[config.mk]
export PLATFORM = sky130hd
export DESIGN_NAME = hill_cipher_2x2_decrypt_flat
export DESIGN_NICKNAME = d
export VERILOG_FILES = /design/src/rtl/hc2_pkg.sv /design/src/rtl/hc2_stream_if.sv /design/src/rtl/hill_cipher_2x2_decrypt.sv /design/src/flat_wrapper.sv
export SDC_FILE = /design/constraint.sdc
export NUM_CORES = 1
export LEC_CHECK = 0
export BUFFER_PORTS_ARGS = -buffer_cell sky130_fd_sc_hd__buf_2
export CORE_MARGIN = 1.5
export CORE_UTILIZATION = 30
export CTS_BUF_LIST = sky130_fd_sc_hd__clkbuf_16
export DETAILED_ROUTE_END_ITERATION = 16
export PLACE_DENSITY_LB_ADDON = 0.2
export SYNTH_ARGS = -nofsm -noshare
export SYNTH_HDL_FRONTEND = slang
export SYNTH_SLANG_ARGS = --single-unit
[constraint.sdc]
create_clock -name clk -period 9.45 [get_ports clk]
set_clock_uncertainty 0.1 [all_clocks]
set_input_delay 2.835 -clock clk [delete_from_list [all_inputs] [get_ports clk]]
set_output_delay 2.835 -clock clk [all_outputs]
set_load 0.01 [all_outputs]
[src/rtl/hc2_pkg.sv]
`default_nettype none

package hc2_pkg;

  // Default alphabet size.
  localparam int MODULUS_DEF = 26;

  // Width of a letter, a key entry and the configuration data.
  localparam int LETTER_W = 5;

  // Configuration register indexes.
  localparam int CFG_IDX_W = 2;
  localparam logic [CFG_IDX_W-1:0] REG_KEY_R0C0 = 2'd0;
  localparam logic [CFG_IDX_W-1:0] REG_KEY_R0C1 = 2'd1;
  localparam logic [CFG_IDX_W-1:0] REG_KEY_R1C0 = 2'd2;
  localparam logic [CFG_IDX_W-1:0] REG_KEY_R1C1 = 2'd3;

  // Ciphertext item: one letter pair.
  typedef struct packed {
    logic [LETTER_W-1:0] cipher_first;
    logic [LETTER_W-1:0] cipher_second;
    logic                last_pair_in;
  } cipher_t;

  // Plaintext item: one letter pair and status.
  typedef struct packed {
    logic [LETTER_W-1:0] plain_first;
    logic [LETTER_W-1:0] plain_second;
    logic                key_not_invertible;
    logic                last_pair_out;
  } plain_t;

endpackage

`default_nettype wire

[src/rtl/hc2_stream_if.sv]
`default_nettype none

// Valid/ready stream carrying one item of type T per transfer.
interface hc2_stream_if #(
  parameter type T = logic
);
  logic valid;
  logic ready;
  T     data;

  modport source (output valid, output data, input ready);
  modport sink   (input valid, input data, output ready);
endinterface

`default_nettype wire

[src/rtl/hill_cipher_2x2_decrypt.sv]
`default_nettype none

// 2x2 Hill-cipher decryptor. Each item on cipher is one ciphertext letter pair; one item
// per pair comes out on plain. The 2x2 key is loaded through cfg_we/cfg_index/cfg_data
// (indexes 0..3 are r0c0, r0c1, r1c0, r1c1; reset key is the identity) and must only be
// changed while no item is in flight. Everything derived from the key (determinant, its
// inverse from a constant table, the inverse matrix) is recomputed for every pair inside a
// nine-stage pipeline, so the block takes one item per clock unless plain stalls it; a
// result is presented on plain from the stage-9 output register. Each stage has its own
// valid bit and is held while it is full and the stage after it cannot load, so
// back-pressure on plain stalls the pipe without losing items.
// When the key determinant has no inverse modulo MODULUS, key_not_invertible is set and
// both letters are zero. Letters and key values above MODULUS-1 are reduced first.
module hill_cipher_2x2_decrypt #(
  parameter int MODULUS = hc2_pkg::MODULUS_DEF
) (
  input  wire logic                           clk,
  input  wire logic                           rst,
  input  wire logic                           cfg_we,
  input  wire logic [hc2_pkg::CFG_IDX_W-1:0]  cfg_index,
  input  wire logic [hc2_pkg::LETTER_W-1:0]   cfg_data,
  hc2_stream_if.sink                          cipher,
  hc2_stream_if.source                        plain
);
  import hc2_pkg::*;

  // Residue width, product width, and width of a sum of two products.
  localparam int RW = (MODULUS > 1) ? $clog2(MODULUS) : 1;
  localparam int PW = 2 * RW;
  localparam int DW = PW + 1;
  localparam int LW = RW + LETTER_W;
  localparam int NS = 9;
  localparam logic [DW-1:0] MSQ = DW'(MODULUS * MODULUS);

  // Reduces a 5-bit value modulo MODULUS by conditional subtraction.
  function automatic logic [RW-1:0] red_small(input logic [LETTER_W-1:0] x);
    logic [LW-1:0] r;
    r = LW'(x);
    for (int s = LETTER_W - 1; s >= 0; s--) begin
      if (r >= (LW'(MODULUS) << s)) begin
        r = r - (LW'(MODULUS) << s);
      end
    end
    return RW'(r);
  endfunction

  // Reduces a value below 2*MODULUS^2 modulo MODULUS.
  function automatic logic [RW-1:0] red_wide(input logic [DW-1:0] x);
    logic [DW-1:0] r;
    r = x;
    for (int s = RW; s >= 0; s--) begin
      if (r >= (DW'(MODULUS) << s)) begin
        r = r - (DW'(MODULUS) << s);
      end
    end
    return RW'(r);
  endfunction

  // Negation modulo MODULUS of a reduced residue.
  function automatic logic [RW-1:0] neg_res(input logic [RW-1:0] x);
    return (x == '0) ? '0 : RW'(MODULUS) - x;
  endfunction

  // Inverse of d modulo MODULUS, zero where none exists (elaboration only).
  function automatic logic [RW-1:0] inv_of(input int d);
    logic [RW-1:0] res;
    res = '0;
    for (int x = MODULUS - 1; x >= 1; x--) begin
      if ((d * x) % MODULUS == 1) begin
        res = RW'(x);
      end
    end
    return res;
  endfunction

  // Constant inverse table indexed by the reduced determinant.
  logic [RW-1:0] inv_tab [MODULUS];
  for (genvar g = 0; g < MODULUS; g++) begin : g_inv
    assign inv_tab[g] = inv_of(g);
  end

  // Key registers.
  logic [LETTER_W-1:0] key_r0c0;
  logic [LETTER_W-1:0] key_r0c1;
  logic [LETTER_W-1:0] key_r1c0;
  logic [LETTER_W-1:0] key_r1c1;

  always_ff @(posedge clk) begin
    if (rst) begin
      key_r0c0 <= LETTER_W'(1);
      key_r0c1 <= '0;
      key_r1c0 <= '0;
      key_r1c1 <= LETTER_W'(1);
    end else if (cfg_we) begin
      case (cfg_index)
        REG_KEY_R0C0: key_r0c0 <= cfg_data;
        REG_KEY_R0C1: key_r0c1 <= cfg_data;
        REG_KEY_R1C0: key_r1c0 <= cfg_data;
        REG_KEY_R1C1: key_r1c1 <= cfg_data;
        default: ;
      endcase
    end
  end

  // Pipeline control: a stage loads when it is empty or the stage after it loads.
  logic [NS:1] v;
  logic [NS:1] ld;

  always_comb begin
    ld[NS] = !v[NS] || plain.ready;
    for (int k = NS - 1; k >= 1; k--) begin
      ld[k] = !v[k] || ld[k+1];
    end
  end

  assign cipher.ready = ld[1];

  always_ff @(posedge clk) begin
    if (rst) begin
      v <= '0;
    end else begin
      if (ld[1]) begin
        v[1] <= cipher.valid;
      end
      for (int k = 2; k <= NS; k++) begin
        if (ld[k]) begin
          v[k] <= v[k-1];
        end
      end
    end
  end

  // Stage 1: reduce key entries and letters.
  logic [RW-1:0] s1_a, s1_b, s1_c, s1_d, s1_c1, s1_c2;
  logic          s1_last;

  always_ff @(posedge clk) begin
    if (ld[1] && cipher.valid) begin
      s1_a    <= red_small(key_r0c0);
      s1_b    <= red_small(key_r0c1);
      s1_c    <= red_small(key_r1c0);
      s1_d    <= red_small(key_r1c1);
      s1_c1   <= red_small(cipher.data.cipher_first);
      s1_c2   <= red_small(cipher.data.cipher_second);
      s1_last <= cipher.data.last_pair_in;
    end
  end

  // Stage 2: determinant products.
  logic [PW-1:0] s2_ad, s2_bc;
  logic [RW-1:0] s2_a, s2_b, s2_c, s2_d, s2_c1, s2_c2;
  logic          s2_last;

  always_ff @(posedge clk) begin
    if (ld[2] && v[1]) begin
      s2_ad   <= PW'(s1_a) * PW'(s1_d);
      s2_bc   <= PW'(s1_b) * PW'(s1_c);
      s2_a    <= s1_a;
      s2_b    <= s1_b;
      s2_c    <= s1_c;
      s2_d    <= s1_d;
      s2_c1   <= s1_c1;
      s2_c2   <= s1_c2;
      s2_last <= s1_last;
    end
  end

  // Stage 3: ad - bc kept nonnegative by adding MODULUS squared.
  logic [DW-1:0] s3_det_raw;
  logic [RW-1:0] s3_a, s3_b, s3_c, s3_d, s3_c1, s3_c2;
  logic          s3_last;

  always_ff @(posedge clk) begin
    if (ld[3] && v[2]) begin
      s3_det_raw <= DW'(s2_ad) + MSQ - DW'(s2_bc);
      s3_a       <= s2_a;
      s3_b       <= s2_b;
      s3_c       <= s2_c;
      s3_d       <= s2_d;
      s3_c1      <= s2_c1;
      s3_c2      <= s2_c2;
      s3_last    <= s2_last;
    end
  end

  // Stage 4: reduce the determinant.
  logic [RW-1:0] s4_det;
  logic [RW-1:0] s4_a, s4_b, s4_c, s4_d, s4_c1, s4_c2;
  logic          s4_last;

  always_ff @(posedge clk) begin
    if (ld[4] && v[3]) begin
      s4_det  <= red_wide(s3_det_raw);
      s4_a    <= s3_a;
      s4_b    <= s3_b;
      s4_c    <= s3_c;
      s4_d    <= s3_d;
      s4_c1   <= s3_c1;
      s4_c2   <= s3_c2;
      s4_last <= s3_last;
    end
  end

  // Stage 5: inverse determinant from the table and the adjugate.
  logic [RW-1:0] s5_inv;
  logic          s5_bad;
  logic [RW-1:0] s5_j00, s5_j01, s5_j10, s5_j11, s5_c1, s5_c2;
  logic          s5_last;

  always_ff @(posedge clk) begin
    if (ld[5] && v[4]) begin
      s5_inv  <= inv_tab[s4_det];
      s5_bad  <= (inv_tab[s4_det] == '0);
      s5_j00  <= s4_d;
      s5_j01  <= neg_res(s4_b);
      s5_j10  <= neg_res(s4_c);
      s5_j11  <= s4_a;
      s5_c1   <= s4_c1;
      s5_c2   <= s4_c2;
      s5_last <= s4_last;
    end
  end

  // Stage 6: scale the adjugate by the inverse determinant.
  logic [PW-1:0] s6_m00, s6_m01, s6_m10, s6_m11;
  logic [RW-1:0] s6_c1, s6_c2;
  logic          s6_bad, s6_last;

  always_ff @(posedge clk) begin
    if (ld[6] && v[5]) begin
      s6_m00  <= PW'(s5_j00) * PW'(s5_inv);
      s6_m01  <= PW'(s5_j01) * PW'(s5_inv);
      s6_m10  <= PW'(s5_j10) * PW'(s5_inv);
      s6_m11  <= PW'(s5_j11) * PW'(s5_inv);
      s6_c1   <= s5_c1;
      s6_c2   <= s5_c2;
      s6_bad  <= s5_bad;
      s6_last <= s5_last;
    end
  end

  // Stage 7: reduce the inverse key entries.
  logic [RW-1:0] s7_i00, s7_i01, s7_i10, s7_i11, s7_c1, s7_c2;
  logic          s7_bad, s7_last;

  always_ff @(posedge clk) begin
    if (ld[7] && v[6]) begin
      s7_i00  <= red_wide(DW'(s6_m00));
      s7_i01  <= red_wide(DW'(s6_m01));
      s7_i10  <= red_wide(DW'(s6_m10));
      s7_i11  <= red_wide(DW'(s6_m11));
      s7_c1   <= s6_c1;
      s7_c2   <= s6_c2;
      s7_bad  <= s6_bad;
      s7_last <= s6_last;
    end
  end

  // Stage 8: matrix times letter vector.
  logic [DW-1:0] s8_q1, s8_q2;
  logic          s8_bad, s8_last;

  always_ff @(posedge clk) begin
    if (ld[8] && v[7]) begin
      s8_q1   <= DW'(s7_i00) * DW'(s7_c1) + DW'(s7_i01) * DW'(s7_c2);
      s8_q2   <= DW'(s7_i10) * DW'(s7_c1) + DW'(s7_i11) * DW'(s7_c2);
      s8_bad  <= s7_bad;
      s8_last <= s7_last;
    end
  end

  // Stage 9: final reduction into the output register.
  plain_t out_item;

  always_ff @(posedge clk) begin
    if (ld[9] && v[8]) begin
      out_item.plain_first        <= s8_bad ? '0 : LETTER_W'(red_wide(s8_q1));
      out_item.plain_second       <= s8_bad ? '0 : LETTER_W'(red_wide(s8_q2));
      out_item.key_not_invertible <= s8_bad;
      out_item.last_pair_out      <= s8_last;
    end
  end

  assign plain.valid = v[NS];
  assign plain.data  = out_item;

  // A singular key never yields letters.
  a_bad_zero : assert property (@(posedge clk) disable iff (rst)
    plain.valid && plain.data.key_not_invertible |->
      plain.data.plain_first == '0 && plain.data.plain_second == '0)
    else $error("nonzero letters with a singular key");

  // Decrypted letters are residues.
  a_out_range : assert property (@(posedge clk) disable iff (rst)
    plain.valid |-> (MODULUS > 32) ||
      (int'(plain.data.plain_first) < MODULUS && int'(plain.data.plain_second) < MODULUS))
    else $error("plaintext letter out of range");

  // The reduced determinant indexes inside the inverse table.
  a_det_range : assert property (@(posedge clk) disable iff (rst)
    v[4] |-> int'(s4_det) < MODULUS)
    else $error("determinant not reduced");

  // A full pipe with a stalled output takes no new item.
  a_full_stall : assert property (@(posedge clk) disable iff (rst)
    (&v) && !plain.ready |-> !cipher.ready)
    else $error("item accepted while pipeline full and stalled");

  // Stage 5, holding an item that cannot move, still holds it next cycle.
  a_hold : assert property (@(posedge clk) disable iff (rst)
    v[5] && !ld[6] |=> v[5])
    else $error("item dropped in stalled stage");

endmodule

`default_nettype wire

[src/flat_wrapper.sv]
// flat-port wrapper written by rule: the top's interface ports become plain ports
module hill_cipher_2x2_decrypt_flat import hc2_pkg::*;
#(
  parameter int MODULUS = hc2_pkg::MODULUS_DEF
)
  (clk, rst, cfg_we, cfg_index, cfg_data, cipher_valid, cipher_data, cipher_ready, plain_valid, plain_data, plain_ready);
  hc2_stream_if #(.T(cipher_t)) cipher_i ();
  hc2_stream_if #(.T(plain_t)) plain_i ();
  input  wire logic clk;
  input  wire logic rst;
  input  wire logic cfg_we;
  input  wire logic [hc2_pkg::CFG_IDX_W-1:0] cfg_index;
  input  wire logic [hc2_pkg::LETTER_W-1:0] cfg_data;
  input wire logic [$bits(cipher_i.valid)-1:0] cipher_valid;
  input wire logic [$bits(cipher_i.data)-1:0] cipher_data;
  output wire logic [$bits(cipher_i.ready)-1:0] cipher_ready;
  output wire logic [$bits(plain_i.valid)-1:0] plain_valid;
  output wire logic [$bits(plain_i.data)-1:0] plain_data;
  input wire logic [$bits(plain_i.ready)-1:0] plain_ready;
  assign cipher_i.valid = cipher_valid;
  assign cipher_i.data = cipher_data;
  assign cipher_ready = cipher_i.ready;
  assign plain_valid = plain_i.valid;
  assign plain_data = plain_i.data;
  assign plain_i.ready = plain_ready;
  hill_cipher_2x2_decrypt #(.MODULUS(MODULUS)) u_core (.clk(clk), .rst(rst), .cfg_we(cfg_we), .cfg_index(cfg_index), .cfg_data(cfg_data), .cipher(cipher_i), .plain(plain_i));
endmodule
# After elaboration in Yosys (flattened, before gate mapping)
# Memory sizes are Yosys's and may differ from the RTL's.
# Cells that the tools add are included.
op_classes:
  n_addsub: 54
  n_mul: 10
  div_mod_pow: 0
  magnitude_cmp: 49
  eq_ne: 3
  shift: 0
  n_mux: 85
  bitwise_logic: 1
  n_reduce_logical: 35
op_table:
  columns: ["cell", "count"]
  rows:
  - ["$mux 11", 70]
  - ["$mul 5x5->10", 10]
  - ["$ge 11x5->1 const B", 7]
  - ["$ge 11x6->1 const B", 7]
  - ["$ge 11x7->1 const B", 7]
  - ["$ge 11x8->1 const B", 7]
  - ["$ge 11x9->1 const B", 7]
  - ["$sub 11x6->11 const B", 7]
  - ["$sub 11x7->11 const B", 7]
  - ["$sub 11x8->11 const B", 7]
  - ["$sub 11x9->11 const B", 7]
  - ["$mux 5", 15]
  - ["$sub 5x5->5 const B", 13]
  - ["$sub 10x10->11 const B", 4]
  - ["$ge 10x10->1 const B", 4]
  - ["$ge 11x10->1 const B", 3]
  - ["$sub 11x10->11 const B", 3]
  - ["$ge 5x5->1 const B", 6]
  - ["$add 10x10->11", 2]
  - ["$logic_not 5->1", 3]
  - ["$add 10x10->11 const B", 1]
  - ["$sub 11x10->11", 1]
  - ["$sub 5x5->5 const A", 2]
  - ["$logic_and 1x1->1", 9]
  - ["other kinds (8)", 28]
totals:
  register_bits: 346
  latchBits: 0
  mem_bits_rw: 0
  rom_bits: 160
  input_bits: 23
  elab_cells: 316
  n_memories: 1
memory_table:
  columns: ["memory", "words", "width", "read_ports", "rd_clocked_by_memory_dff", "wr", "line_no", "text"]
  rows:
  - ["(name not given)", 32, 5, 1, 0, 0, "hill_cipher_2x2_decrypt.sv:212", "s5_inv <= inv_tab[s4_det];"]

# Depth between registers and ports, before layout
depth:
  depth_word: 23
  ltp_mapped: 27
  ltp_nobuf: 25

# Least setup slack after synthesis
# OpenSTA, ideal clock, no wires.
synth_path:
  path_kind: "input-to-reg"
  start: "input plain_ready"
  end: "register u_core.s2_a[0], enable pin"
  setup_ns: 0.538
  t_arrival_ns: 7.311
  t_required_ns: 8.812
  path_slack_ns: 1.502
  stages: 7
  path_buffers: 1
  path_cell_list: "nor2b_1 -> and2_1 -> and3_1 -> clkbuf_1 -> nand3_1 -> nor2_1 -> a21boi_0"
synth_between:
  elab_chain_len: 9
synth_rtl:
  columns: ["element", "line_no", "text"]
  rows:
  - ["start: declaration", "flat_wrapper.sv:19", "input wire logic [$bits(plain_i.ready)-1:0] plain_ready;"]
  - ["$logic_or 1x1->1", "hill_cipher_2x2_decrypt.sv:110", "ld[NS] = !v[NS] || plain.ready;"]
  - ["$logic_or 1x1->1 (7 in a row)", "hill_cipher_2x2_decrypt.sv:112", "ld[k] = !v[k] || ld[k+1];"]
  - ["$logic_and 1x1->1", "hill_cipher_2x2_decrypt.sv:155", "if (ld[2] && v[1]) begin"]
  - ["end signal: assignment", "hill_cipher_2x2_decrypt.sv:158", "s2_a <= s1_a;"]
  - ["end: declaration", "hill_cipher_2x2_decrypt.sv:151", "logic [RW-1:0] s2_a, s2_b, s2_c, s2_d, s2_c1, s2_c2;"]
# No other way between the ends.
# A chain may end at the register's enable or synchronous reset.

# Worst setup path after layout
layout_path:
  start: "input plain_ready"
  end: "output cipher_ready"
layout_between:
  elab_chain_len: 9
layout_rtl:
  columns: ["element", "line_no", "text"]
  rows:
  - ["$logic_or 1x1->1", "hill_cipher_2x2_decrypt.sv:110", null]
  - ["$logic_or 1x1->1 (8 in a row)", "hill_cipher_2x2_decrypt.sv:112", null]
  - ["end: declaration", "flat_wrapper.sv:16", "output wire logic [$bits(cipher_i.ready)-1:0] cipher_ready;"]
# No other way between the ends.

==> results.cfg <==
[cells_and_area]
stdcell_count = 4160
final_cell_mix = edfxtp_1 (317), inv_1 (290), ha_1 (227)
layout.nets = 3245
syn_to_final_growth_pct = 9.77
mostFrequentLayoutCell = edfxtp_1
antennaDiodeCount = 0
drive_gt1_frac = 0.0681

[clock_tree]
cts.path.max_buffers = 3
cts_buffers = 40
cts.sinks = 346
post-cts-setup-buffers = 0
clkTransAtPathRegs_ps = 60
cts_tree = built
htree_levels = 2
clkLatencyLatePin_ps = 580
cts_resized = 0
clk_root_buffer_cell = clkbuf_16
cts_hold_buf = 0

[yosys]
netlist_area_um2 = 28300
synth_edf_count = 317
ys_types = 117
syn_area_per_cell_um2 = 9.81
ys_seq_area_frac = 0.357
async_flop_share = 0
yosys_warnings = 0
yosys_register_bits = 346
synthesis.nets = 3251
synth_cells = 2884
synth_flop_cell = edfxtp_1

[route]
final_antenna_net_count = 0
drtPass1Iterations = 5
drt_iter0_drc = 1097
routed_wl_um = 59000
detail_route.vias_per_cell = 4.95
wl_per_cell_um = 14.2
drc = 0
via_count = 20600

[sta]
whs_ps = 299
grt_setup_unrepaired = false
fmax_ghz = 0.127
report.final.slew_viol_count = 0
relSlewSlack = 0.357
worst_slack_ps = 1550
setup_violations = 0
hold_viol = 0
fin_crit_sh = 0.836
max_slew.worst_pin.slew_ps = 962
setup_tns_ps = 0
period_needed_ps = 7900

[pwr]
p_leak_nw = 12.6
ir_worst_vdd_mv = 0.111
p_per_area_nw_per_um2 = 122

[placement]
port_buffers = 36
dp_slack_ps = 1540
gp_congestion = 0.812
dp_hpwl_um = 44600
dp_cells = 4090

[flow_run]
max_cap_viol_count = 0

[critical_path]
crit_path_end_kind = output port
cpPeakStageDelay_ps = 570
timing.rr.start = u_core.s8_q1[6]$_DFFE_PP_
startpoint_type = primary input
reg2reg_slack_ps = 3090
crit_required_ps = 6520
crit_chain = buf_2 -> nor2b_1 -> and2_1 -> and3_1 -> nand3_1 -> nor2_1 -> nand3_1 -> buf_2
critPathKind = in -> out
worst_path_max_delay_cell = nor2_1
crit_path_max_fanout = 6
path_buf_inv = 2
crit_family = simple AND/OR/NAND/NOR gates
worst_ep_arrival_time_ps = 4960
setup.worst_path.start = plain_ready

[floorplan]
die-area_um2 = 96200
initial_core_util = 0.303
die_x_um = 310
core_area_um2 = 93300
dieHeight_um = 310
row_count = 112
ioPinCount = 37

[hold_path]
hold_start = u_core.s3_b[1]$_DFFE_PP_
min_path_type = reg -> reg

[grt]
grt_max_degree = 53
antenna_found_initial = 0
grt_use_total = 0.125
grt_pass1_wl_um = 101000
grt_pass1_vias = 20200
gr-total-overflow = 0

[outcome]
status = finished clean
[registers in the layout, summed over array words and instances, names as in the netlist, 10 cells and up]
register           flops
u_core.s6_m01         10
u_core.s8_q1          11
u_core.s6_m00         10
u_core.s8_q2          11
u_core.s6_m11         10
u_core.s3_det_raw     11
u_core.plain.data     12
u_core.s2_ad          10
u_core.s6_m10         10
u_core.s2_bc          10
[cell usage after synthesis, types with 17 or more instances]
master	n	area, um2
xnor2_1	92	806
xor2_1	17	149
clkbuf_1	58	218
and2_1	186	1160
o31ai_1	26	195
edfxtp_1	317	9520
o211ai_1	19	143
o22ai_1	22	138
a21oi_1	173	866
fa_1	117	2340
dfxtp_1	29	581
buf_2	27	135
o21ai_0	118	591
nand2b_1	26	163
a21boi_0	20	150
o21bai_1	38	285
nor3_1	52	260
a211oi_1	35	263
nor2_1	187	702
ha_1	227	2840
nand3_1	51	255
a31oi_1	36	225
inv_1	286	1070
and3_1	17	106
nand2_1	210	788
o21a_1	25	188
a21o_1	40	300
nand4_1	22	138
nor2b_1	25	156
mux2i_1	57	571
[report_power, final]
part	switching [W]	internal [W]
Clock	0.000642	0.000861
Sequential	0.0000351	0.00172
Combinational	0.000298	0.000215
Total	0.000975	0.00280
[logic make-up after synthesis]
| logic type | count (synthesis) | share of synthesized area |
|---|---|---|
| multiplexers | 66 | 0.0240 |
| adder cells (fa/ha/maj) | 353 | 0.186 |
| AND/OR/NAND/NOR | 875 | 0.160 |
| flip-flops | 346 | 0.357 |
| XOR/XNOR | 109 | 0.0337 |
| buffers and inverters | 383 | 0.0535 |
| AO/OA/AOI/OAI | 752 | 0.185 |
[per-layer routing]
layer  share of wire  vias to the layer above  track usage
li1                -                    10400            -
met1            0.48                     9850        0.171
met2            0.47                      272        0.212
met3           0.030                       61       0.0164
met4           0.015                        0       0.0276
met5               0                        -            0
[area by class of cell]
class	count	area, um2
Clock buffer	40	1000
Clock inverter	30	278
Timing Repair Buffer	48	270
Multi-Input combinational cell	2155	16800
Fill cell	9649	62300
Sequential cell	346	10100
Inverter	287	1080
Tap cell	1254	1570
[metrics by stage]
stage / area, um2 / total power (W) / utilization
floorplan: 28300 / 0.00219 / -
global placement: 29800 / 0.00231 / 0.319
detailed placement: 29800 / 0.00231 / 0.319
CTS: 31100 / 0.00385 / 0.333
global route: 31100 / 0.00398 / 0.333
finish: 31100 / 0.00377 / 0.333
[worst register-to-register path, stage by stage, from the launching register on]
cell       delay [ps]
edfxtp_1          730
inv_1             110
ha_1              330
nor2b_1           190
o21ai_1           300
a211oi_1          190
a2111o_1          560
o31ai_4           390
mux2_2            410
o21a_1            140
o21ai_0           320
xnor2_1           280
ha_1              230
o2111ai_1         160
nand3_2           130
nor2_1             70
xnor2_1           260
ha_1              280
nor3_1             70
mux2_4            290
nor4b_4           310
xnor2_1           170
nor2_1             60
[path summary, 6_finish.rpt]
| path | end | cells past startpoint |
|---|---|---|
| max | cipher_ready | 8 |
| min | u_core.s4_b[1]$_DFFE_PP_ | 0 |
| max reg2reg | u_core.plain.data[8]$_SDFFCE_PP0P_ | 22 |
| min reg2reg | u_core.s4_b[1]$_DFFE_PP_ | 0 |
Power figures use the tool's default switching activity.
